## src/ccdb_pkg.sv

```systemverilog
// Shared types and constants for the C comment and directive blanker.
// Used by the front, queue, back and top level modules.
package ccdb_pkg;

	localparam logic [7:0] CH_HASH   = 8'h23;
	localparam logic [7:0] CH_SLASH  = 8'h2F;
	localparam logic [7:0] CH_STAR   = 8'h2A;
	localparam logic [7:0] CH_NL     = 8'h0A;
	localparam logic [7:0] CH_BSL    = 8'h5C;
	localparam logic [7:0] CH_DQUOTE = 8'h22;
	localparam logic [7:0] CH_SQUOTE = 8'h27;
	localparam logic [7:0] CH_SPACE  = 8'h20;

	localparam int QUEUE_DEPTH = 2;

	typedef enum logic [7:0] {
		MODE_NORMAL     = 8'b0000_0001,
		MODE_STRING     = 8'b0000_0010,
		MODE_CHAR       = 8'b0000_0100,
		MODE_LINE       = 8'b0000_1000,
		MODE_BLOCK      = 8'b0001_0000,
		MODE_BLOCK_STAR = 8'b0010_0000,
		MODE_DIR        = 8'b0100_0000,
		MODE_DIR_BSL    = 8'b1000_0000
	} lex_mode_t;

	// one queue entry: one or two output bytes produced by a single item
	typedef struct packed {
		logic       two;
		logic [7:0] byte0;
		logic [7:0] byte1;
		logic       last;
	} entry_t;

endpackage

```

## src/ccdb_front.sv

```systemverilog
// Front end: accepts input items, runs the lexer state machine and builds
// queue entries of one or two output bytes. Depends on ccdb_pkg.
module ccdb_front (
	input  logic            clk,
	input  logic            arst_n,
	input  logic            in_valid,
	input  logic [7:0]      in_byte,
	input  logic            in_last,
	input  logic            q_full,
	output logic            push,
	output ccdb_pkg::entry_t push_entry
);
	import ccdb_pkg::*;

	lex_mode_t  mode_q, mode_d;
	logic       held_q, held_d;
	logic       esc_q, esc_d;
	logic [1:0] n;
	logic [7:0] o0, o1;
	logic       accept;

	lex_mode_t  code_mode;
	logic [7:0] code_out;
	logic       code_hold;
	logic       code_quote;

	assign accept = in_valid && !q_full;

	always_comb begin
		code_hold  = (in_byte == CH_SLASH);
		code_quote = (in_byte == CH_DQUOTE) || (in_byte == CH_SQUOTE);
		code_out   = (in_byte == CH_HASH) ? CH_SPACE : in_byte;
		if (in_byte == CH_DQUOTE) begin
			code_mode = MODE_STRING;
		end else if (in_byte == CH_SQUOTE) begin
			code_mode = MODE_CHAR;
		end else if (in_byte == CH_HASH) begin
			code_mode = MODE_DIR;
		end else begin
			code_mode = MODE_NORMAL;
		end
	end

	always_comb begin
		n      = 2'd0;
		o0     = CH_SPACE;
		o1     = CH_SPACE;
		mode_d = mode_q;
		held_d = held_q;
		esc_d  = esc_q;
		if (held_q) begin
			held_d = 1'b0;
			n      = 2'd2;
			if (in_byte == CH_SLASH) begin
				mode_d = MODE_LINE;
			end else if (in_byte == CH_STAR) begin
				mode_d = MODE_BLOCK;
			end else begin
				o0     = CH_SLASH;
				o1     = code_out;
				mode_d = code_mode;
				if (code_quote) begin
					esc_d = 1'b0;
				end
			end
		end else begin
			case (mode_q)
				MODE_STRING, MODE_CHAR: begin
					n  = 2'd1;
					o0 = in_byte;
					if (esc_q) begin
						esc_d = 1'b0;
					end else if (in_byte == CH_BSL) begin
						esc_d = 1'b1;
					end else if ((mode_q == MODE_STRING && in_byte == CH_DQUOTE) ||
						(mode_q == MODE_CHAR && in_byte == CH_SQUOTE)) begin
						mode_d = MODE_NORMAL;
					end
				end
				MODE_LINE: begin
					n = 2'd1;
					if (in_byte == CH_NL) begin
						o0     = in_byte;
						mode_d = MODE_NORMAL;
					end
				end
				MODE_BLOCK: begin
					n = 2'd1;
					if (in_byte == CH_STAR) begin
						mode_d = MODE_BLOCK_STAR;
					end
				end
				MODE_BLOCK_STAR: begin
					n = 2'd1;
					if (in_byte == CH_SLASH) begin
						mode_d = MODE_NORMAL;
					end else if (in_byte != CH_STAR) begin
						mode_d = MODE_BLOCK;
					end
				end
				MODE_DIR: begin
					n = 2'd1;
					if (in_byte == CH_NL) begin
						o0     = in_byte;
						mode_d = MODE_NORMAL;
					end else if (in_byte == CH_BSL) begin
						mode_d = MODE_DIR_BSL;
					end
				end
				MODE_DIR_BSL: begin
					n = 2'd1;
					if (in_byte != CH_BSL) begin
						mode_d = MODE_DIR;
					end
				end
				default: begin
					if (code_hold) begin
						held_d = 1'b1;
					end else begin
						n      = 2'd1;
						o0     = code_out;
						mode_d = code_mode;
						if (code_quote) begin
							esc_d = 1'b0;
						end
					end
				end
			endcase
		end
		if (in_last) begin
			// flush a held slash, then start a fresh text
			if (held_d) begin
				n  = 2'd1;
				o0 = CH_SLASH;
			end
			held_d = 1'b0;
			mode_d = MODE_NORMAL;
			esc_d  = 1'b0;
		end
	end

	assign push             = accept && (n != 2'd0);
	assign push_entry.two   = (n == 2'd2);
	assign push_entry.byte0 = o0;
	assign push_entry.byte1 = o1;
	assign push_entry.last  = in_last;

	always_ff @(posedge clk or negedge arst_n) begin
		if (!arst_n) begin
			mode_q <= MODE_NORMAL;
			held_q <= 1'b0;
			esc_q  <= 1'b0;
		end else if (accept) begin
			mode_q <= mode_d;
			held_q <= held_d;
			esc_q  <= esc_d;
		end
	end

endmodule

```

## src/ccdb_fifo.sv

```systemverilog
// Short entry queue between the front and back ends.
// Depends on ccdb_pkg for the entry type.
module ccdb_fifo #(
	parameter int DEPTH = ccdb_pkg::QUEUE_DEPTH
) (
	input  logic             clk,
	input  logic             arst_n,
	input  logic             push,
	input  ccdb_pkg::entry_t wdata,
	input  logic             pop,
	output ccdb_pkg::entry_t rdata,
	output logic             full,
	output logic             empty
);
	import ccdb_pkg::*;

	localparam int AW = (DEPTH > 1) ? $clog2(DEPTH) : 1;
	localparam int CW = $clog2(DEPTH + 1);

	entry_t        mem_q [DEPTH];
	logic [AW-1:0] wr_ptr_q, rd_ptr_q;
	logic [CW-1:0] count_q;
	logic          do_push, do_pop;

	assign full    = (count_q == CW'(DEPTH));
	assign empty   = (count_q == '0);
	assign do_push = push && !full;
	assign do_pop  = pop && !empty;
	assign rdata   = mem_q[rd_ptr_q];

	always_ff @(posedge clk) begin
		if (do_push) begin
			mem_q[wr_ptr_q] <= wdata;
		end
	end

	always_ff @(posedge clk or negedge arst_n) begin
		if (!arst_n) begin
			wr_ptr_q <= '0;
			rd_ptr_q <= '0;
			count_q  <= '0;
		end else begin
			if (do_push) begin
				wr_ptr_q <= (wr_ptr_q == AW'(DEPTH - 1)) ? '0 : wr_ptr_q + 1'b1;
			end
			if (do_pop) begin
				rd_ptr_q <= (rd_ptr_q == AW'(DEPTH - 1)) ? '0 : rd_ptr_q + 1'b1;
			end
			if (do_push && !do_pop) begin
				count_q <= count_q + 1'b1;
			end else if (do_pop && !do_push) begin
				count_q <= count_q - 1'b1;
			end
		end
	end

endmodule

```

## src/ccdb_back.sv

```systemverilog
// Back end: splits queue entries into single bytes and holds them in the
// output register. Depends on ccdb_pkg for the entry type.
module ccdb_back (
	input  logic             clk,
	input  logic             arst_n,
	input  logic             q_empty,
	input  ccdb_pkg::entry_t head,
	output logic             pop,
	output logic             out_valid,
	input  logic             out_stall,
	output logic [7:0]       out_byte,
	output logic             out_last
);
	import ccdb_pkg::*;

	logic       valid_q;
	logic [7:0] byte_q;
	logic       last_q;
	logic       phase_q;
	logic       load;
	logic       final_byte;

	assign load       = !q_empty && (!valid_q || !out_stall);
	assign final_byte = !head.two || phase_q;
	assign pop        = load && final_byte;

	always_ff @(posedge clk or negedge arst_n) begin
		if (!arst_n) begin
			valid_q <= 1'b0;
			phase_q <= 1'b0;
		end else begin
			if (load) begin
				valid_q <= 1'b1;
				phase_q <= !final_byte;
			end else if (!out_stall) begin
				valid_q <= 1'b0;
			end
		end
	end

	always_ff @(posedge clk) begin
		if (load) begin
			byte_q <= phase_q ? head.byte1 : head.byte0;
			last_q <= head.last && final_byte;
		end
	end

	assign out_valid = valid_q;
	assign out_byte  = byte_q;
	assign out_last  = last_q;

endmodule

```

## src/c_comment_directive_blanker.sv

```systemverilog
// Top level of the C comment and directive blanker.
// Depends on ccdb_pkg, ccdb_front, ccdb_fifo and ccdb_back.
//
//   port group  | handshake            | payload
//   ------------+----------------------+-------------------
//   input       | in_valid / in_stall  | in_byte, in_last
//   output      | out_valid / out_stall| out_byte, out_last
//
// One input item is taken per cycle while the entry queue has room.
// The output register gives one byte per cycle while out_stall is low, so an item
// that yields two bytes (released slash, comment opener) is sent as two bytes in turn.
// Each byte passes through the entry queue and then the output register.
// in_stall rises only when the queue is full; out_stall backs up the queue.
// Reset returns the lexer to normal code and empties the queue.
module c_comment_directive_blanker #(
	parameter int QUEUE_DEPTH = ccdb_pkg::QUEUE_DEPTH
) (
	input  logic       clk,
	input  logic       arst_n,
	input  logic       in_valid,
	output logic       in_stall,
	input  logic [7:0] in_byte,
	input  logic       in_last,
	output logic       out_valid,
	input  logic       out_stall,
	output logic [7:0] out_byte,
	output logic       out_last
);
	import ccdb_pkg::*;

	entry_t push_entry, head;
	logic   push, pop, q_full, q_empty;

	assign in_stall = q_full;

	ccdb_front u_front (
		.clk        (clk),
		.arst_n     (arst_n),
		.in_valid   (in_valid),
		.in_byte    (in_byte),
		.in_last    (in_last),
		.q_full     (q_full),
		.push       (push),
		.push_entry (push_entry)
	);

	ccdb_fifo #(
		.DEPTH (QUEUE_DEPTH)
	) u_fifo (
		.clk    (clk),
		.arst_n (arst_n),
		.push   (push),
		.wdata  (push_entry),
		.pop    (pop),
		.rdata  (head),
		.full   (q_full),
		.empty  (q_empty)
	);

	ccdb_back u_back (
		.clk       (clk),
		.arst_n    (arst_n),
		.q_empty   (q_empty),
		.head      (head),
		.pop       (pop),
		.out_valid (out_valid),
		.out_stall (out_stall),
		.out_byte  (out_byte),
		.out_last  (out_last)
	);

endmodule
```

## config.mk

```make
export PLATFORM = sky130hd
export DESIGN_NAME = c_comment_directive_blanker
export DESIGN_NICKNAME = d
export VERILOG_FILES = /design/src/ccdb_pkg.sv /design/src/ccdb_front.sv /design/src/ccdb_fifo.sv /design/src/ccdb_back.sv /design/src/c_comment_directive_blanker.sv
export SDC_FILE = /design/constraint.sdc
export NUM_CORES = 1
export LEC_CHECK = 0
export ABC_AREA = 1
export BUFFER_PORTS_ARGS = -buffer_cell sky130_fd_sc_hd__buf_2
export CAP_MARGIN = 0
export CELL_PAD_IN_SITES_DETAIL_PLACEMENT = 1
export CELL_PAD_IN_SITES_GLOBAL_PLACEMENT = 1
export CORE_MARGIN = 2
export CORE_UTILIZATION = 35
export DETAILED_ROUTE_END_ITERATION = 6
export PLACE_DENSITY_LB_ADDON = 0.25
export SYNTH_ARGS = -nofsm -noshare
export SYNTH_HDL_FRONTEND = slang
export SYNTH_SLANG_ARGS = --single-unit
```

## constraint.sdc

```tcl
create_clock -name clk -period 2.2 [get_ports clk]
set_clock_uncertainty 0.05 [all_clocks]
set_input_delay 0.11 -clock clk [delete_from_list [all_inputs] [get_ports clk]]
set_output_delay 0.11 -clock clk [all_outputs]
set_load 0.005 [all_outputs]
```

==> flow_metrics.env, run 1 <==
export IMPL_outcome="completed"
export IMPL_sequentialPowerShare_pct=40.1
export IMPL_layout_min_cycle_time_ns=2.053
export IMPL_p_per_area_nw_per_um2=1214
export IMPL_crit_fanout=18
export IMPL_synth_compound_area_share_pct=9.204
export IMPL_grt_first_pass_wirelength_um=13680
export IMPL_drc=0
export IMPL_critPathLaunchType="register"
export IMPL_htreeDepth=3
export IMPL_r2r_start="u_front.mode_q[4]"
export IMPL_ys_types=38
export IMPL_core_area_um2=9196
export IMPL_io_buffers=23
export IMPL_track_usage_pct=17.43
export IMPL_rsz0062_at_grt="no"
export IMPL_syn_to_final_growth_pct=17.28
export IMPL_fin_crit_sh_pct=93.32
export IMPL_p_leak_nw=1.671
export IMPL_power_switching_w=0.001705
export IMPL_ys_flop_type="edfxtp_1"
export IMPL_ys_seq_area_share_pct=52.85
export IMPL_hold_viol=0
export IMPL_seq_area_um2=1753
export IMPL_multi_input_area_um2=1363
export IMPL_synth_xor_area_share_pct=0.7922
export IMPL_synth_mux_area_share_pct=0
export IMPL_maxCapViolCount=0
export IMPL_die_w_um=101.4
export IMPL_rrSetupSlack_ns=0.15
export IMPL_insertion_delay_ns=0.35
export IMPL_syn_nets=376
export IMPL_syn_area_um2=3317
export IMPL_ant_nets=0
export IMPL_totalPowerFinal_w=0.004722
export IMPL_hpwl_um=6103
export IMPL_layout_drive_gt1_share_pct=27.94
export IMPL_hold_path_class="in2reg"
export IMPL_placed_cell_area_um2=3620
export IMPL_grt_max_degree=19
export IMPL_peakVddDrop_v=0.0004632
export IMPL_die_height_um=101.4
export IMPL_cp_required_ns=2.20
export IMPL_num_fill_cells=1089
export IMPL_holdWs_ns=0.04093
export IMPL_dieArea_um2=10270
export IMPL_layout_nets=417
export IMPL_sw_frac_of_total_pct=36.11
export IMPL_synthArstFlopShare_pct=26.23
export IMPL_synth_top_family_by_area="simple AND/OR/NAND/NOR gates"
export IMPL_slowest_stage="dfrtp_1"
export IMPL_worst_pin_slew_ns=0.4440
export IMPL_cts_tree="yes"
export IMPL_internal_power_w=0.003017
export IMPL_path_class="reg2reg"
export IMPL_synth_edf_count=45
export IMPL_routed_via_count=2578
export IMPL_finalWirelength_um=8173
export IMPL_crit_top_cell="nor2_2"
export IMPL_r2r_cells=9
export IMPL_slowest_delay_ns=0.44
export IMPL_firstDrtPassIters=4
export IMPL_io_pins=24
export IMPL_hold_end="u_fifo.mem_q[1][7]"
export IMPL_clk_pin_slew_ns=0.08
export IMPL_diodes=0
export IMPL_synth_simple_area_share_pct=29.69
export IMPL_drt_initial_drc_count=86
export IMPL_avgSynthCellArea_um2=9.163
export IMPL_via_per_inst=4.967
export IMPL_synth_adder_area_share_pct=0.3772
export IMPL_postLayoutCellArea_um2=3890
export IMPL_hold_path_depth=3
export IMPL_grt_pass1_vias=2762
export IMPL_reg2reg_to="u_fifo.mem_q[1][13]"
export IMPL_path_cells="nor2_1, nand4_1, nand2_1, nor2_2, nand3_2, nand2_4, buf_4, nor2_2, buf_12"
export IMPL_clk_path_buf_depth=2
export IMPL_synth_warning_count=0
export IMPL_ys_ff_latch=61
export IMPL_clkPwrFrac_pct=23.5
export IMPL_arrival_ns=2.05
export IMPL_timing_slew_headroom_pct=70.09
export IMPL_slew_violations=0
export IMPL_synth_cells=362
export IMPL_finalSetupViolations=0
export IMPL_cts_sinks=61
export IMPL_end_kind="register"
export IMPL_wl_per_cell_um=15.75
export IMPL_start_util_pct=36.07
export IMPL_cts_buffers=9
export IMPL_grt_overflow_total=0
export IMPL_hp_start="in_byte[6]"
export IMPL_max_freq_mhz=487.1
export IMPL_antenna_found_initial=0
export IMPL_cts_root_buf="clkbuf_8"
export IMPL_num_rows=35
export IMPL_gp_congestion=0.8116
export IMPL_p_comb_share_pct=36.4
-- synth_stat cells, types with 2 or more instances --
| library cell | n | share of area [%] |
|---|---|---|
| nand2_1 | 67 | 7.6 |
| nor3_1 | 8 | 1.2 |
| nand2_4 | 3 | 1.0 |
| o21ai_2 | 6 | 1.6 |
| buf_6 | 3 | 1.0 |
| nand3_1 | 20 | 3.0 |
| dfrtp_1 | 15 | 11 |
| clkbuf_1 | 5 | 0.57 |
| inv_2 | 9 | 1.0 |
| edfxtp_1 | 45 | 41 |
| nor2_4 | 6 | 2.0 |
| nand3_4 | 2 | 1.1 |
| xor2_1 | 2 | 0.53 |
| nand3_2 | 4 | 1.2 |
| a21oi_1 | 5 | 0.75 |
| o211ai_1 | 2 | 0.45 |
| nand2_2 | 9 | 1.7 |
| nor2_1 | 63 | 7.1 |
| nor2_2 | 7 | 1.3 |
| o22ai_1 | 8 | 1.5 |
| nand4_1 | 5 | 0.94 |
| inv_1 | 28 | 3.2 |
| o21ai_0 | 25 | 3.8 |
-- critical path: cells and delay by family, from the launching register on --
family / cells / cell delay [ns]
flops: 1 / 0.44
simple gates: 7 / 0.93
buf+inv: 2 / 0.33
-- what timing repair did --
action,CTS,global route
gates resized for setup,1,7
buffers inserted,1,0
endpoints found under the setup margin,1,3
pin swaps,1,0
endpoints found under the hold margin,17,0
hold buffers,2,0
-- through the flow --
step / setup WS (ns) / cells / util [%] / TNS (ns)
6_report: 0.1470 / 519 / 42.30 / 0
5_1_grt: 0.01566 / 519 / 42.30 / 0
4_1_cts: 0.008241 / 519 / 41.99 / 0
3_5_place_dp: -0.008497 / 500 / 39.36 / -0.008497
3_3_place_gp: 0.08131 / 500 / 39.36 / 0
2_1_floorplan: 0.1426 / 362 / - / 0
-- cells by family after synthesis --
family | after synthesis
adders and majority gates | 1
DFF | 61
AOI/OAI and AO/OA | 50
and+or+nand+nor | 198
buffers and inverters | 49
xor gates and xnor gates | 3
-- sequential cells by signal (all words and copies together), names as in the netlist --
signal	count
u_back.out_valid	1
u_fifo.count_q	2
u_fifo.mem_q	36
u_back.out_byte	8
u_back.out_last	1
u_front.mode_q	8
u_fifo.rd_ptr_q	1
u_front.held_q	1
u_front.esc_q	1
u_back.phase_q	1
u_fifo.wr_ptr_q	1
-- layout make-up --
type                       instances  area share [%]
sequential                        61           45.06
multi-input combinational        252           35.03
timing repair buffer              40           7.012
inverter                          39           3.828
tap                              111           3.570
clock buffer                       9           3.184
clock inverter                     7           2.316
-- power by group through the flow --
| stage | Clock [W] | Sequential (W) | Combinational [W] |
|---|---|---|---|
| floorplan | 0 | 0.00191 | 0.00107 |
| global placement | 0 | 0.00190 | 0.00161 |
| detailed placement | 0 | 0.00192 | 0.00167 |
| CTS | 0.00114 | 0.00189 | 0.00170 |
| global route | 0.00118 | 0.00193 | 0.00193 |
| finish | 0.00111 | 0.00189 | 0.00172 |
-- placed cells by master (no fill, tap or decap), drive strengths merged, types with 2 or more instances in the layout --
cell / instances
a21oi: 6
buf: 38
bufinv: 2
clkbuf: 9
clkinv: 5
dfrtp: 15
dlygate4sd3: 2
edfxtp: 45
inv: 38
nand2: 79
nand3: 26
nand4: 5
nor2: 77
nor3: 9
o211ai: 2
o21ai: 32
o22ai: 8
xor2: 2
-- worst max-delay path by stage --
stage,from,endpoint,slack (ns),depth (start not counted)
final,u_front.mode_q[4],u_fifo.mem_q[1][13],0.15,9
after global routing,u_front.mode_q[2],u_fifo.mem_q[1][13],0.02,11
after CTS,u_front.mode_q[0],u_fifo.count_q[1],0.008,13
after detailed placement,u_front.mode_q[0],u_fifo.count_q[1],-0.008,13
after global placement,u_front.mode_q[0],u_fifo.count_q[1],0.08,13
after floorplan,u_front.mode_q[0],u_fifo.count_q[1],0.14,13
-- metal layers --
metal  vias to the layer above  GRT usage [%]  routed length (um)
met2                        26          30.06                4090
met3                        17          2.692                 133
met1                      1249          21.67                3737
li1                       1286              -                   -
met4                         0          7.484                 212
met5                         -              0                   0
No activity file was read; power rests on OpenSTA's default activity.
==> inputs of run 2 (changes only) <==
==> constraint.sdc (replaced) <==
create_clock -name clk -period 2.5 [get_ports clk]
set_clock_uncertainty 0.05 [all_clocks]
set_input_delay 0.125 -clock clk [delete_from_list [all_inputs] [get_ports clk]]
set_output_delay 0.125 -clock clk [all_outputs]
set_load 0.1 [all_outputs]
==> run 2 against run 1 <==
Effect of this change:
- critical path depth increased by 4
- critical path type unchanged
- worst hold slack improved by 0.032 ns
- final cell count is 0.96% lower
- sequential cell count stayed put
- clock power down 33%
- global-route usage is 0.14 points lower
- combinational power is 19% higher
- fmax shrank 8.1%
==> flow_metrics.env, run 2 (synthesis gave the netlist of run 1 again) <==
export IMPL_num_rows=35
export IMPL_layout_min_cycle_time_ns=2.233
export IMPL_die_height_um=101.4
export IMPL_cts_buffers=9
export IMPL_clk_pin_slew_ns=0.07
export IMPL_p_per_area_nw_per_um2=1194
export IMPL_htreeDepth=3
export IMPL_cp_required_ns=2.67
export IMPL_setup_tns_ns=0
export IMPL_fin_cells=514
export IMPL_wl_per_cell_um=15.50
export IMPL_worst_pin_slew_ns=0.4865
export IMPL_slew_violations=0
export IMPL_crit_top_cell="nand2_1"
export IMPL_max_freq_mhz=447.8
export IMPL_largest_reg_flops=36
export IMPL_hpwl_um=6064
export IMPL_cts_tree="yes"
export IMPL_slowest_delay_ns=0.56
export IMPL_core_area_um2=9196
export IMPL_layout_common_cells="67 x nand2_1, 63 x nor2_1, 45 x edfxtp_1, 28 x inv_1, 25 x o21ai_0"
export IMPL_start_util_pct=36.07
export IMPL_routed_via_count=2520
export IMPL_layout_drive_gt1_share_pct=24.07
export IMPL_finalWirelength_um=7966
export IMPL_cts_resized=0
export IMPL_grt_first_pass_wirelength_um=13480
export IMPL_ant_nets=0
export IMPL_cts_hold_buf=2
export IMPL_layout_nets=412
export IMPL_reg2reg_to="u_fifo.count_q[1]"
export IMPL_slowest_stage="dfstp_2"
export IMPL_critPathLaunchType="register"
export IMPL_final_common_cell="nand2_1"
export IMPL_via_per_inst=4.903
export IMPL_fin_crit_sh_pct=89.32
export IMPL_hold_path_depth=3
export IMPL_peakVddDrop_v=0.0003920
export IMPL_io_pins=24
export IMPL_diodes=0
export IMPL_hold_path_class="in2reg"
export IMPL_drc=0
export IMPL_die_w_um=101.4
export IMPL_postLayoutCellArea_um2=3739
export IMPL_dieArea_um2=10270
export IMPL_layout_setup_ws_ns=0.2669
export IMPL_cts_root_buf="clkbuf_8"
export IMPL_num_fill_cells=1100
export IMPL_io_buffers=23
export IMPL_rsz0062_at_grt="no"
export IMPL_r2r_cells=13
export IMPL_cp_endpoint="u_fifo.count_q[1]"
export IMPL_drt_initial_drc_count=70
export IMPL_rrSetupSlack_ns=0.27
export IMPL_post_place_ws_ns=0.2764
export IMPL_path_depth=13
export IMPL_grt_overflow_total=0
export IMPL_clkPwrFrac_pct=16.7
export IMPL_critPathLaunch="u_front.mode_q[0]"
export IMPL_path_class="reg2reg"
export IMPL_finalSetupViolations=0
export IMPL_path_cells="nor2_2, nand2_1, inv_2, nand2_2, nand2_1, nor2_1, nand3_2, nand2_4, inv_4, ha_1, a21oi_1, o21ai_0, xor2_1"
export IMPL_sequentialPowerShare_pct=37.4
export IMPL_power_switching_w=0.002095
export IMPL_top_register="u_fifo.mem_q"
export IMPL_placed_cell_area_um2=3560
export IMPL_crit_fanout=5
export IMPL_placed_cells=496
export IMPL_firstDrtPassIters=4
export IMPL_sw_frac_of_total_pct=46.94
export IMPL_timing_slew_headroom_pct=67.79
export IMPL_post_cts_buffers=0
export IMPL_cts_sinks=61
export IMPL_crit_buf_inv=2
export IMPL_critPathTopFamily="simple AND/OR/NAND/NOR gates"
export IMPL_arrival_ns=2.40
export IMPL_antenna_found_initial=0
export IMPL_p_leak_nw=1.604
export IMPL_p_comb_share_pct=46.0
export IMPL_grt_pass1_vias=2720
export IMPL_hold_viol=0
export IMPL_insertion_delay_ns=0.34
export IMPL_r2r_start="u_front.mode_q[0]"
export IMPL_maxCapViolCount=0
export IMPL_grt_max_degree=20
export IMPL_track_usage_pct=17.29
export IMPL_internal_power_w=0.002369
export IMPL_end_kind="register"
export IMPL_clk_path_buf_depth=2
export IMPL_final_util_pct=40.65
export IMPL_outcome="completed"
export IMPL_gp_congestion=0.8583
export IMPL_syn_to_final_growth_pct=12.71
## run 2: changes by cell type in the layout (fill, tap and decap cells not counted), sizes merged
cell,before,now
bufinv,2,0
buf,38,33
clkinvlp,1,2
clkinv,5,4
clkbuf,9,11
## run 2: power groups by stage
stage / combinational, W / sequential [W] / clock (W)
after floorplan: 0.00100 / 0.00230 / 0
after global placement: 0.00202 / 0.00168 / 0
after detailed placement: 0.00207 / 0.00169 / 0
after CTS: 0.00208 / 0.00167 / 0.000771
after global routing: 0.00225 / 0.00170 / 0.000813
final: 0.00205 / 0.00167 / 0.000744
## run 2: worst min-delay path by stage
stage                                    end  slack, ns  startpoint
final                         u_front.held_q       0.07    in_valid
after global placement       u_fifo.rd_ptr_q       0.02      arst_n
after CTS                 u_fifo.mem_q[0][7]       0.06  in_byte[6]
after detailed placement    u_back.out_valid       0.03      arst_n
after global routing          u_front.held_q       0.09    in_valid
after floorplan             u_back.out_valid      -0.22      arst_n
## run 2: through the flow
| stage | power (W) | hold WS [ns] |
|---|---|---|
| after global placement | 0.003701 | 0.02232 |
| after floorplan | 0.003296 | -0.2206 |
| final | 0.004464 | 0.07256 |
| after global routing | 0.004769 | 0.09160 |
| after detailed placement | 0.003762 | 0.02825 |
| after CTS | 0.004521 | 0.06113 |
## run 2: final cells by class
cell class | instances | area [um^2] | area share [%]
clock inverters | 5 | 27.53 | 0.7363
clock buffers | 11 | 131.4 | 3.514
flip-flops and latches | 61 | 1753 | 46.89
well taps | 111 | 138.9 | 3.715
multi-input cells | 252 | 1329 | 35.54
inverters | 39 | 148.9 | 3.983
repair buffers | 35 | 210.2 | 5.622
## run 2: tightest hold or removal path, stage by stage
cell and delay, ns:
buf_2 0.09, o21ai_0 0.11, a21oi_1 0.09
## run 2: metal layers
metal	track usage, %	vias up	part of all wire, %
met3	3.727	10	2.0
met5	0	-	0
met1	21.30	1196	45
met2	29.90	29	51
li1	-	1285	-
met4	6.133	0	2.0
==> inputs of run 3 (changes only) <==
- ABC_CLOCK_PERIOD_IN_PS: unset -> 2500
- BUFFER_PORTS_ARGS: -buffer_cell sky130_fd_sc_hd__buf_2 -> -buffer_cell sky130_fd_sc_hd__clkbuf_2
==> run 3 against run 2 <==
Effect of this change:
- sequential power about the same
- first-iteration DRC count increased by 44%
- worst hold slack got worse by 0.030 ns
- final cell count unchanged
- global-route usage decreased by 0.29 points
- non-clock buffer count unchanged
- largest power group unchanged
- routed wire length increased by 1.2%
- fmax about the same
- total power increased by 1.3%
- setup slack improved by 0.0015 ns
- critical endpoint unchanged
==> flow_metrics.env, run 3 (synthesis gave the netlist of run 1 again) <==
export IMPL_outcome="completed"
export IMPL_num_rows=35
export IMPL_diodes=0
export IMPL_reg2reg_to="u_fifo.count_q[1]"
export IMPL_path_cells="nor2_2, nand2_1, inv_2, nand2_2, nand2_1, nor2_1, nand3_2, nand2_4, inv_4, ha_1, a21oi_1, o21ai_0, xor2_1"
export IMPL_end_kind="register"
export IMPL_grt_overflow_total=0
export IMPL_p_leak_nw=1.608
export IMPL_via_per_inst=4.899
export IMPL_hold_viol=0
export IMPL_die_height_um=101.4
export IMPL_p_per_area_nw_per_um2=1205
export IMPL_cts_resized=0
export IMPL_crit_top_cell="nand2_1"
export IMPL_r2r_start="u_front.mode_q[0]"
export IMPL_gp_congestion=0.8573
export IMPL_path_class="reg2reg"
export IMPL_cts_buffers=9
export IMPL_critPathLaunchType="register"
export IMPL_layout_common_cells="67 x nand2_1, 63 x nor2_1, 45 x edfxtp_1, 28 x inv_1, 25 x o21ai_0"
export IMPL_r2r_cells=13
export IMPL_worst_pin_slew_ns=0.5400
export IMPL_slew_violations=0
export IMPL_finalWirelength_um=8062
export IMPL_cts_tree="yes"
export IMPL_htreeDepth=3
export IMPL_slowest_delay_ns=0.56
export IMPL_finalSetupViolations=0
export IMPL_hp_start="in_valid"
export IMPL_grt_pass1_vias=2621
export IMPL_slowest_stage="dfstp_2"
export IMPL_dieArea_um2=10270
export IMPL_layout_nets=412
export IMPL_crit_buf_inv=2
export IMPL_insertion_delay_ns=0.35
export IMPL_max_freq_mhz=448.1
export IMPL_antenna_found_initial=0
export IMPL_core_area_um2=9196
export IMPL_final_common_cell="nand2_1"
export IMPL_layout_setup_ws_ns=0.2684
export IMPL_timing_slew_headroom_pct=64.16
export IMPL_hpwl_um=6034
export IMPL_routed_via_count=2518
export IMPL_drc=0
export IMPL_track_usage_pct=17.00
export IMPL_io_pins=24
export IMPL_hold_path_class="in2reg"
export IMPL_grt_max_degree=20
export IMPL_io_buffers=23
export IMPL_wl_per_cell_um=15.68
export IMPL_cts_sinks=61
export IMPL_grt_first_pass_wirelength_um=13260
export IMPL_clk_pin_slew_ns=0.07
export IMPL_rrSetupSlack_ns=0.27
export IMPL_crit_fanout=5
export IMPL_cts_root_buf="clkbuf_8"
export IMPL_arrival_ns=2.41
export IMPL_largest_reg_flops=36
export IMPL_peakVddDrop_v=0.0005608
export IMPL_ant_nets=0
export IMPL_syn_to_final_growth_pct=13.20
export IMPL_firstDrtPassIters=4
export IMPL_layout_min_cycle_time_ns=2.232
export IMPL_setup_tns_ns=0
export IMPL_drt_initial_drc_count=101
export IMPL_start_util_pct=36.07
export IMPL_hold_end="u_front.held_q"
export IMPL_maxCapViolCount=0
export IMPL_layout_drive_gt1_share_pct=25.06
export IMPL_fin_crit_sh_pct=89.26
export IMPL_critPathTopFamily="simple AND/OR/NAND/NOR gates"
export IMPL_clk_path_buf_depth=2
export IMPL_post_place_ws_ns=0.2527
export IMPL_rsz0062_at_grt="no"
export IMPL_hold_path_depth=3
export IMPL_num_fill_cells=1093
export IMPL_die_w_um=101.4
export IMPL_top_register="u_fifo.mem_q"
export IMPL_cp_required_ns=2.67
-- run 3: final cells by class --
class | instances | area [um^2] | area share (%)
flip-flops and latches | 61 | 1753 | 46.68
multi-input cells | 252 | 1329 | 35.39
repair buffers | 35 | 210.2 | 5.598
inverters | 39 | 148.9 | 3.965
well taps | 111 | 138.9 | 3.699
clock buffers | 9 | 123.9 | 3.299
clock inverters | 7 | 51.30 | 1.366
-- run 3: worst min-delay path: stages --
cell and delay, ns:
clkbuf_2 0.08, o21ai_0 0.11, a21oi_1 0.09
-- run 3: per-stage QoR --
stage / hold WS [ns] / cell area [um^2] / utilization, % / std cells / total power (W)
after global routing: 0.06662 / 3755 / 40.83 / 514 / 0.004801
after global placement: 0.03864 / 3560 / 38.71 / 496 / 0.003702
final: 0.04258 / 3755 / 40.83 / 514 / 0.004523
after floorplan: -0.2206 / 3317 / - / 362 / 0.003296
after detailed placement: 0.04551 / 3560 / 38.71 / 496 / 0.003760
after CTS: 0.03838 / 3755 / 40.83 / 514 / 0.004571
-- run 3: worst max path at each step --
stage               cells after the start  slack, ns              start            endpoint
floorplan                               7       0.15  u_front.mode_q[1]  u_fifo.mem_q[1][0]
global placement                       13       0.34  u_front.mode_q[0]   u_fifo.count_q[1]
detailed placement                     13       0.25  u_front.mode_q[0]   u_fifo.count_q[1]
CTS                                    13       0.24  u_front.mode_q[0]   u_fifo.count_q[1]
global route                           13       0.06  u_front.mode_q[0]   u_fifo.count_q[1]
finish                                 13       0.27  u_front.mode_q[0]   u_fifo.count_q[1]
-- run 3: metal layers --
metal  share of wire (%)  vias up  GRT usage, %
met2                  51       29         29.75
li1                    -     1279             -
met5                   0        -             0
met4                 1.6        0         6.029
met3                 2.5       12         3.106
met1                  45     1198         21.02
-- run 3: timing repair --
action | in CTS | in global routing
hold endpoints to repair | 16 | 0
setup buffers | 0 | 0
hold buffers | 2 | 0
-- run 3: power by group --
part	total [W]	internal [W]	switching, W	leakage [nW]
logic	0.00205	0.000463	0.00158	0.907
registers	0.00167	0.00155	0.000120	0.628
clock network	0.000807	0.000360	0.000447	0.0739
total	0.00452	0.00237	0.00215	1.61
